<file path="config.mk">
export PLATFORM = sky130hd
export DESIGN_NAME = min_stack_encoded_unit
export DESIGN_NICKNAME = d
export VERILOG_FILES = /design/src/msec_pkg.sv /design/src/msec_ram.sv /design/src/msec_update.sv /design/src/min_stack_encoded_unit.sv
export SDC_FILE = /design/constraint.sdc
export NUM_CORES = 2
export LEC_CHECK = 0
export BUFFER_PORTS_ARGS = -buffer_cell sky130_fd_sc_hd__buf_4
export CAP_MARGIN = 10
export CELL_PAD_IN_SITES_DETAIL_PLACEMENT = 0
export CELL_PAD_IN_SITES_GLOBAL_PLACEMENT = 2
export CORE_MARGIN = 5
export CORE_UTILIZATION = 50
export CTS_CLUSTER_SIZE = 12
export DETAILED_ROUTE_END_ITERATION = 8
export HOLD_SLACK_MARGIN = 0.05
export PLACE_DENSITY = 0.9
export SLEW_MARGIN = 0
export SYNTH_ARGS = -nofsm -noshare
export SYNTH_HDL_FRONTEND = slang
export SYNTH_SLANG_ARGS = --single-unit
</file>
<file path="constraint.sdc">
create_clock -name clk -period 6.4 [get_ports clk]
set_input_delay 1.28 -clock clk [delete_from_list [all_inputs] [get_ports clk]]
set_output_delay 1.28 -clock clk [all_outputs]
set_load 0.01 [all_outputs]
</file>
<file path="src/msec_pkg.sv">
// shared types, constants and result formatting for the encoded min-stack
`timescale 1ns / 1ps

package msec_pkg;

    localparam int DATA_WIDTH  = 32;
    localparam int STACK_DEPTH = 64;
    localparam int ENTRY_WIDTH = DATA_WIDTH + 2;
    localparam int ADDR_W      = $clog2(STACK_DEPTH);
    localparam int COUNT_W     = 7;

    localparam logic REQ_PUSH = 1'b0;
    localparam logic REQ_POP  = 1'b1;

    localparam logic [1:0] ST_OK        = 2'd0;
    localparam logic [1:0] ST_OVERFLOW  = 2'd1;
    localparam logic [1:0] ST_UNDERFLOW = 2'd2;

    typedef enum logic [0:0] {
        S_IDLE,
        S_LOAD
    } fsm_t;

    typedef struct packed {
        logic                          req_type;
        logic signed [DATA_WIDTH-1:0]  push_value;
    } req_t;

    typedef struct packed {
        logic signed [DATA_WIDTH-1:0]  top_value;
        logic signed [DATA_WIDTH-1:0]  least_value;
        logic                          is_empty;
        logic [COUNT_W-1:0]            entry_count;
        logic [1:0]                    status;
    } rsp_t;

    // next state of one operation, from the update logic to the top level
    typedef struct packed {
        logic [1:0]                    status;
        logic [COUNT_W-1:0]            fill_next;
        logic signed [DATA_WIDTH-1:0]  min_next;
        logic [ENTRY_WIDTH-1:0]        top_word_next;
        logic                          wr_en;
        logic [ADDR_W-1:0]             wr_addr;
        logic [ENTRY_WIDTH-1:0]        wr_data;
        logic                          rd_en;
        logic [ADDR_W-1:0]             rd_addr;
    } upd_t;

    function automatic rsp_t make_result(
        input logic [COUNT_W-1:0]           fill,
        input logic signed [DATA_WIDTH-1:0] min_val,
        input logic [ENTRY_WIDTH-1:0]       top_word,
        input logic [1:0]                   status
    );
        rsp_t                          r;
        logic signed [ENTRY_WIDTH-1:0] min_ext;
        min_ext       = {{(ENTRY_WIDTH-DATA_WIDTH){min_val[DATA_WIDTH-1]}}, min_val};
        r.entry_count = fill;
        r.status      = status;
        r.is_empty    = (fill == '0);
        if (fill == '0)
        begin
            r.top_value   = '1;
            r.least_value = '1;
        end
        else
        begin
            r.least_value = min_val;
            if ($signed(top_word) > min_ext)
                r.top_value = top_word[DATA_WIDTH-1:0];
            else
                r.top_value = min_val;
        end
        return r;
    endfunction

endpackage

</file>
<file path="src/msec_ram.sv">
// generic single-port-write, single-port-read ram with registered read data
`timescale 1ns / 1ps

module msec_ram #(
    parameter int WIDTH = 34,
    parameter int DEPTH = 64
) (
    input  logic                     clk,
    input  logic                     wr_en,
    input  logic [$clog2(DEPTH)-1:0] wr_addr,
    input  logic [WIDTH-1:0]         wr_data,
    input  logic                     rd_en,
    input  logic [$clog2(DEPTH)-1:0] rd_addr,
    output logic [WIDTH-1:0]         rd_data
);

    logic [WIDTH-1:0] mem [DEPTH];

    always_ff @(posedge clk)
    begin
        if (wr_en)
            mem[wr_addr] <= wr_data;
        if (rd_en)
            rd_data <= mem[rd_addr];
    end

endmodule

</file>
<file path="src/msec_update.sv">
// push/pop arithmetic: encoded store word, minimum restore, memory access
`timescale 1ns / 1ps

module msec_update (
    input  msec_pkg::req_t                          req,
    input  logic [msec_pkg::COUNT_W-1:0]            capacity,
    input  logic [msec_pkg::COUNT_W-1:0]            fill,
    input  logic signed [msec_pkg::DATA_WIDTH-1:0]  min_val,
    input  logic [msec_pkg::ENTRY_WIDTH-1:0]        top_word,
    output msec_pkg::upd_t                          upd
);

    logic [msec_pkg::COUNT_W-1:0]            cap_eff;
    logic signed [msec_pkg::ENTRY_WIDTH-1:0] val_ext;
    logic signed [msec_pkg::ENTRY_WIDTH-1:0] min_ext;
    logic signed [msec_pkg::ENTRY_WIDTH-1:0] enc_word;
    logic signed [msec_pkg::ENTRY_WIDTH-1:0] restore;
    logic [msec_pkg::COUNT_W-1:0]            fill_dec;
    logic [msec_pkg::COUNT_W-1:0]            fill_dec2;

    assign cap_eff  = (capacity > msec_pkg::COUNT_W'(msec_pkg::STACK_DEPTH))
                    ? msec_pkg::COUNT_W'(msec_pkg::STACK_DEPTH) : capacity;
    assign val_ext  = {{(msec_pkg::ENTRY_WIDTH-msec_pkg::DATA_WIDTH){req.push_value[msec_pkg::DATA_WIDTH-1]}},
                       req.push_value};
    assign min_ext  = {{(msec_pkg::ENTRY_WIDTH-msec_pkg::DATA_WIDTH){min_val[msec_pkg::DATA_WIDTH-1]}},
                       min_val};
    assign enc_word = (val_ext <<< 1) - min_ext;
    assign restore  = (min_ext <<< 1) - $signed(top_word);
    assign fill_dec  = fill - msec_pkg::COUNT_W'(1);
    assign fill_dec2 = fill - msec_pkg::COUNT_W'(2);

    always_comb
    begin
        upd.status        = msec_pkg::ST_OK;
        upd.fill_next     = fill;
        upd.min_next      = min_val;
        upd.top_word_next = top_word;
        upd.wr_en         = 1'b0;
        upd.wr_addr       = fill[msec_pkg::ADDR_W-1:0];
        upd.wr_data       = val_ext;
        upd.rd_en         = 1'b0;
        upd.rd_addr       = fill_dec2[msec_pkg::ADDR_W-1:0];
        if (req.req_type == msec_pkg::REQ_PUSH)
        begin
            if (fill >= cap_eff)
                upd.status = msec_pkg::ST_OVERFLOW;
            else
            begin
                upd.wr_en     = 1'b1;
                upd.fill_next = fill + msec_pkg::COUNT_W'(1);
                if (fill == '0 || val_ext > min_ext)
                    upd.wr_data = val_ext;
                else
                    upd.wr_data = enc_word;
                if (fill == '0 || !(val_ext > min_ext))
                    upd.min_next = req.push_value;
                upd.top_word_next = upd.wr_data;
            end
        end
        else
        begin
            if (fill == '0)
                upd.status = msec_pkg::ST_UNDERFLOW;
            else
            begin
                upd.fill_next = fill_dec;
                // stored word at or below the minimum marks an encoded entry
                if (!($signed(top_word) > min_ext))
                    upd.min_next = restore[msec_pkg::DATA_WIDTH-1:0];
                // new top lives one below in the memory
                upd.rd_en = (fill_dec != '0);
            end
        end
    end

endmodule

</file>
<file path="src/min_stack_encoded_unit.sv">
// top level of the encoded min-stack: control, state registers, result register
`timescale 1ns / 1ps

// Stack of signed 32-bit values that reports its minimum without a second
// store: a push at or below the minimum stores 2*value-minimum (34 bits) and
// a pop of such an entry restores the previous minimum. Every request beat
// yields one response beat with the decoded top, the minimum (both all ones
// when empty), the empty flag, the element count and a status code (ok,
// overflow on a full push, underflow on an empty pop; on either error nothing
// changes). The entries live in a 64 x 34 ram with registered read data;
// a copy of the top entry sits in a register next to the fill count and the
// minimum. A push, an error, or a pop that empties the stack is answered
// from the idle state; a pop that leaves elements behind waits in the load
// state on the ram read of the new top entry. A response waiting in the output
// register does not block the next request beat unless it is stalled.
// The capacity register (1..64, values above 64 act as 64) is written
// through the cfg port, always ready; write it only while the block is idle.
module min_stack_encoded_unit (
    input  logic                          clk,
    input  logic                          rst_n,
    input  logic                          req_valid,
    output logic                          req_stall,
    input  msec_pkg::req_t                req_beat,
    output logic                          rsp_valid,
    input  logic                          rsp_stall,
    output msec_pkg::rsp_t                rsp_beat,
    input  logic                          cfg_valid,
    output logic                          cfg_ready,
    input  logic [msec_pkg::COUNT_W-1:0]  cfg_data
);

    // control state
    msec_pkg::fsm_t                          state_reg, state_next;
    logic [msec_pkg::COUNT_W-1:0]            capacity_reg;
    logic [msec_pkg::COUNT_W-1:0]            fill_reg, fill_next;
    logic signed [msec_pkg::DATA_WIDTH-1:0]  min_reg, min_next;
    logic                                    rsp_valid_reg, rsp_valid_next;

    // payload
    logic [msec_pkg::ENTRY_WIDTH-1:0]        top_word_reg, top_word_next;
    msec_pkg::rsp_t                          rsp_beat_reg, rsp_beat_next;

    logic                                    req_fire;
    msec_pkg::upd_t                          upd;
    logic [msec_pkg::ENTRY_WIDTH-1:0]        rd_data;

    assign cfg_ready = 1'b1;
    assign rsp_valid = rsp_valid_reg;
    assign rsp_beat  = rsp_beat_reg;

    // no new beat while a read is pending or the response is held up
    assign req_stall = (state_reg != msec_pkg::S_IDLE) || (rsp_valid_reg && rsp_stall);
    assign req_fire  = req_valid && !req_stall;

    msec_update u_update (
        .req      (req_beat),
        .capacity (capacity_reg),
        .fill     (fill_reg),
        .min_val  (min_reg),
        .top_word (top_word_reg),
        .upd      (upd)
    );

    msec_ram #(
        .WIDTH (msec_pkg::ENTRY_WIDTH),
        .DEPTH (msec_pkg::STACK_DEPTH)
    ) u_entry_ram (
        .clk     (clk),
        .wr_en   (req_fire && upd.wr_en),
        .wr_addr (upd.wr_addr),
        .wr_data (upd.wr_data),
        .rd_en   (req_fire && upd.rd_en),
        .rd_addr (upd.rd_addr),
        .rd_data (rd_data)
    );

    always_comb
    begin
        state_next     = state_reg;
        fill_next      = fill_reg;
        min_next       = min_reg;
        top_word_next  = top_word_reg;
        rsp_beat_next  = rsp_beat_reg;
        rsp_valid_next = rsp_valid_reg;

        // response taken by the consumer
        if (rsp_valid_reg && !rsp_stall)
            rsp_valid_next = 1'b0;

        case (state_reg)
            msec_pkg::S_IDLE:
            begin
                if (req_fire)
                begin
                    fill_next     = upd.fill_next;
                    min_next      = upd.min_next;
                    top_word_next = upd.top_word_next;
                    if (upd.rd_en)
                        state_next = msec_pkg::S_LOAD;
                    else
                    begin
                        rsp_beat_next  = msec_pkg::make_result(upd.fill_next, upd.min_next,
                                                               upd.top_word_next, upd.status);
                        rsp_valid_next = 1'b1;
                    end
                end
            end
            msec_pkg::S_LOAD:
            begin
                // new top entry arrives from the ram; pop always succeeded here
                top_word_next  = rd_data;
                rsp_beat_next  = msec_pkg::make_result(fill_reg, min_reg, rd_data,
                                                       msec_pkg::ST_OK);
                rsp_valid_next = 1'b1;
                state_next     = msec_pkg::S_IDLE;
            end
            default:
            begin
                state_next = msec_pkg::S_IDLE;
            end
        endcase
    end

    always_ff @(posedge clk or negedge rst_n)
    begin
        if (!rst_n)
        begin
            state_reg     <= msec_pkg::S_IDLE;
            capacity_reg  <= msec_pkg::COUNT_W'(msec_pkg::STACK_DEPTH);
            fill_reg      <= '0;
            min_reg       <= {1'b0, {(msec_pkg::DATA_WIDTH-1){1'b1}}};
            rsp_valid_reg <= 1'b0;
        end
        else
        begin
            state_reg     <= state_next;
            fill_reg      <= fill_next;
            min_reg       <= min_next;
            rsp_valid_reg <= rsp_valid_next;
            if (cfg_valid && cfg_ready)
                capacity_reg <= cfg_data;
        end
    end

    always_ff @(posedge clk)
    begin
        top_word_reg <= top_word_next;
        rsp_beat_reg <= rsp_beat_next;
    end

endmodule
</file>
==> impl_results.md <==
- CP required: 6980 ps
- PwrDens: between 500 and 600 nW/um^2
- Setup Fix Bufs, Post-CTS: 0
- CP arrival: 6680 ps
- Initial antenna violation count: 17
- Cell internal pwr: 39.9 mW
- Overflow after GRT: 0
- Synth Register Bits: 2366
- Storage cell area: roughly 70000 um^2
- CTS tree: done
- Syn nets: ~5300
- Clk slew on worst S/H paths: 60 ps
- Hold-fix buffers at CTS: 0
- Core area: 198000 um^2
- Largest cells by area after synthesis: edfxtp_1, mux4_2, ha_1, a21oi_1, nand2_1
- Worst-case clock buffer depth: 3
- Final setup violating endpoints: 0
- Cells after synthesis: 5067
- Top_reg_cell synth: edfxtp_1
- Mean Syn Cell Area: ~20 um^2
- Final period utilization: 0.954
- Setup crit end kind: flop
- Number of synthesized flops with an enable pin: ~2300
- Hold path cells: 2
- Pin count of the biggest net entering global routing: 116
- Leakage: 37.4 nW
- Clk root buf: clkbuf_16
- Worst hold-check path type: reg2reg
- R2R Setup Slk: 290 ps
- DR vias/cell: 6.50
- Max reg flops: 2176
- Startpoint types: flop
- Die ar.: 208000 um^2
- Chip Width: between 400 and 500 um
- Number of global-route vias before repair: 55200
- Status: completed
- Vias: ~54000
- Fill cell count: around 14000
- Drt drc: 0
- Sequential cell area fraction in the yosys report: 0.711
- Worst slew margin: 0.145
- Total power: 63.6 mW
- Distinct cell type count after synthesis: 98
- All-Layer GR Usage: 0.263
- Final ANT Viol Nets: 0
- Fin. max-slew vios: 0
- Maximum Capacitance Violations: 0
- Sw frac: 0.373
- Worst Hold Path EP: min_reg[27]$_DFFE_PN1P_
- Slew @ Worst Pin: 1280 ps
- Critical R2R Capture: rsp_beat[72]$_DFFE_PP_
- Initial Util: 0.504
- Clock sink count: around 2400
- First-pass GRT wire length: 398000 um
- Sequential Power Share: 0.338
- Clock power share: 0.194
- Worst vdd ir: 0.473 mV
- Worst R2R Path Depth: 24
- Switch Pwr: 23.7 mW
- Worst-Skew Late Latency: 890 ps
- Initial DRC Count: 7034
- Final WL: 276000 um
- Power share of the combinational group: 0.468
- Setup Skew: 47.1 ps
- Final Hold Viols: 0
- GPL Wtd Cong: 0.939
- Final Instance Count excl. Fillers: 8358
- CTS buffer count: 231
- Layout cells sized above 1: 0.308
- H-tree Lvls: 4
- Area Overhead vs Synth: 14.1%
- Drt first pass iters: 8
- Worst Setup Path Type: reg2reg
- Fraction of registers with async set/reset: 0.0203
- Die H: 456 um
- Nets: 5856
- Crit path max fanout: 13
- PortBufs: 120
- Final Core Density: 0.575
- Max frequency: 0.164 GHz
- RSZ-0062 raised after global routing: false
- Post-CTS Resized: 0
- Final instance area: roughly 110000 um^2
- HP Start: min_reg[27]$_DFFE_PN1P_
- Dpl hpwl: 165000 um
- Reg-to-reg critical path startpoint: min_reg[9]$_DFFE_PN1P_
- FP Rows: roughly 160
- Area of the multi-input gates: 28200 um^2
- Placement Cell Area: ~110000 um^2
- Mapped Area: 99700 um^2
- Post-layout min period: 6110 ps
- Synth top area share: 0.698
- Inst Count DP: between 8000 and 9000
- DR WL/cell: 33.0 um
- Largest area contributor in the netlist: edfxtp_1
- I/O pin count: 122
- Synth warn: 0
[routing by layer]
metal	vias to the layer above	global-route usage	part of all wire
met1	28400	0.355	0.38
li1	22100	-	-
met3	499	0.0542	0.096
met4	12	0.0796	0.031
met2	3321	0.437	0.50
met5	-	0	0.00029
[cells in the final DEF, fill, tap and decap left out, types with 10 or more instances in the layout]
master	netlist	final
a31oi_1	16	16
o21a_1	15	15
clkbuf_1	156	61
edfxtp_1	2318	2318
xor2_1	23	22
nand4_1	39	39
and2_1	11	11
a21o_1	46	46
nor2b_1	18	17
nor2_4	1	67
o21ai_1	9	10
xnor2_1	42	40
buf_12	0	20
clkbuf_16	0	231
o21ai_4	0	11
nor2_1	170	103
o211ai_1	26	26
o21ai_0	143	131
nand2_1	234	232
a21oi_1	189	185
and3_1	16	16
nor3_1	24	22
mux4_2	706	706
buf_4	6	524
a211oi_1	16	15
o221ai_1	10	10
clkinv_1	3	24
o22ai_1	14	14
dfstp_2	32	32
inv_1	105	104
nand2b_1	19	18
dfrtp_1	16	13
ha_1	210	209
o211a_1	14	14
nand3_1	48	47
mux2i_1	56	56
mux2_2	74	74
a22o_1	16	16
[critical path: stages, from the launching register on]
cell and delay, ps:
dfstp_2 600, inv_1 80, ha_1 330, nand4_1 170, inv_1 60, a2111o_1 500, a2111o_2 580, o221a_4 360
nand2_4 160, nor2_4 130, a221o_1 430, ha_1 330, a21oi_1 150, o22ai_1 100, o21a_1 170, o21ai_0 150
nor4bb_2 310, buf_4 180, o21ai_0 100, nand2_1 110, buf_4 180, clkinv_1 80, buf_4 190, nand2_1 220
a32oi_1 150
[through the flow]
stage	worst slack [ps]	setup TNS, ps	hold WS (ps)
2_1_floorplan	12.3	0	470
3_3_place_gp	-469	-9970	495
3_5_place_dp	-449	-9900	503
4_1_cts	106	0	515
5_1_grt	4.85	0	529
6_report	294	0	516
[cell families (layout without fill, tap and decap cells)]
logic type                 Yosys count  after routing  share of synthesized area
DFF                               2366           2366                      0.711
muxes                              836            836                      0.174
and+or+nand+nor                    623            623                     0.0288
AOI/OAI and AO/OA                  610            610                     0.0400
buffers and inverters              354           1003                     0.0143
adders and majority gates          212            212                     0.0268
xor gates and xnor gates            65             65                    0.00571
other                                1              3                  0.0000376
[worst max-delay path by stage]
stage               cells past startpoint                              end                     from  slack, ps
floorplan                              11  u_entry_ram.mem[0][0]$_DFFE_PP_             req_beat[31]         10
global placement                       26           rsp_beat[72]$_DFFE_PP_             req_beat[30]       -470
detailed placement                     26           rsp_beat[72]$_DFFE_PP_             req_beat[30]       -450
CTS                                    26           rsp_beat[72]$_DFFE_PP_  min_reg[27]$_DFFE_PN1P_        110
global route                           24           rsp_beat[42]$_DFFE_PP_  fill_reg[1]$_DFFE_PN0P_          5
finish                                 24           rsp_beat[72]$_DFFE_PP_   min_reg[9]$_DFFE_PN1P_        290
[cell usage after synthesis (7+ instances only)]
library cell	n
edfxtp_1	2318
mux4_2	706
nand2_1	234
ha_1	210
a21oi_1	189
nor2_1	170
clkbuf_1	156
o21ai_0	143
inv_1	105
mux2_2	74
mux2i_1	56
nand3_1	48
a21o_1	46
buf_1	44
xnor2_1	42
nand4_1	39
buf_2	36
dfstp_2	32
o211ai_1	26
nor3_1	24
xor2_1	23
nand2b_1	19
nor2b_1	18
a211oi_1	16
a22o_1	16
a31oi_1	16
and3_1	16
dfrtp_1	16
o21a_1	15
o211a_1	14
o22ai_1	14
and2_1	11
o221ai_1	10
a221oi_1	9
a22oi_1	9
o21ai_1	9
or3_1	9
a21boi_0	7
[layout make-up]
class                           instances  area share
Multi-Input combinational cell       2347       0.248
Clock buffer                          292      0.0529
Inverter                              109     0.00362
Timing Repair Buffer                  544      0.0381
Clock inverter                         58     0.00534
Tap cell                             2640      0.0291
Sequential cell                      2366       0.623
Antenna cell                            2   0.0000440
[power groups by stage]
stage	Clock, mW	Combinational (mW)	Sequential (mW)
after floorplan	0	17.2	21.8
final	12.3	29.8	21.5
after global placement	0	28.8	21.8
after global routing	13.2	31.7	21.6
after detailed placement	0	29.2	21.8
after CTS	12.5	29.5	21.5
Power figures use the tool's default switching activity.
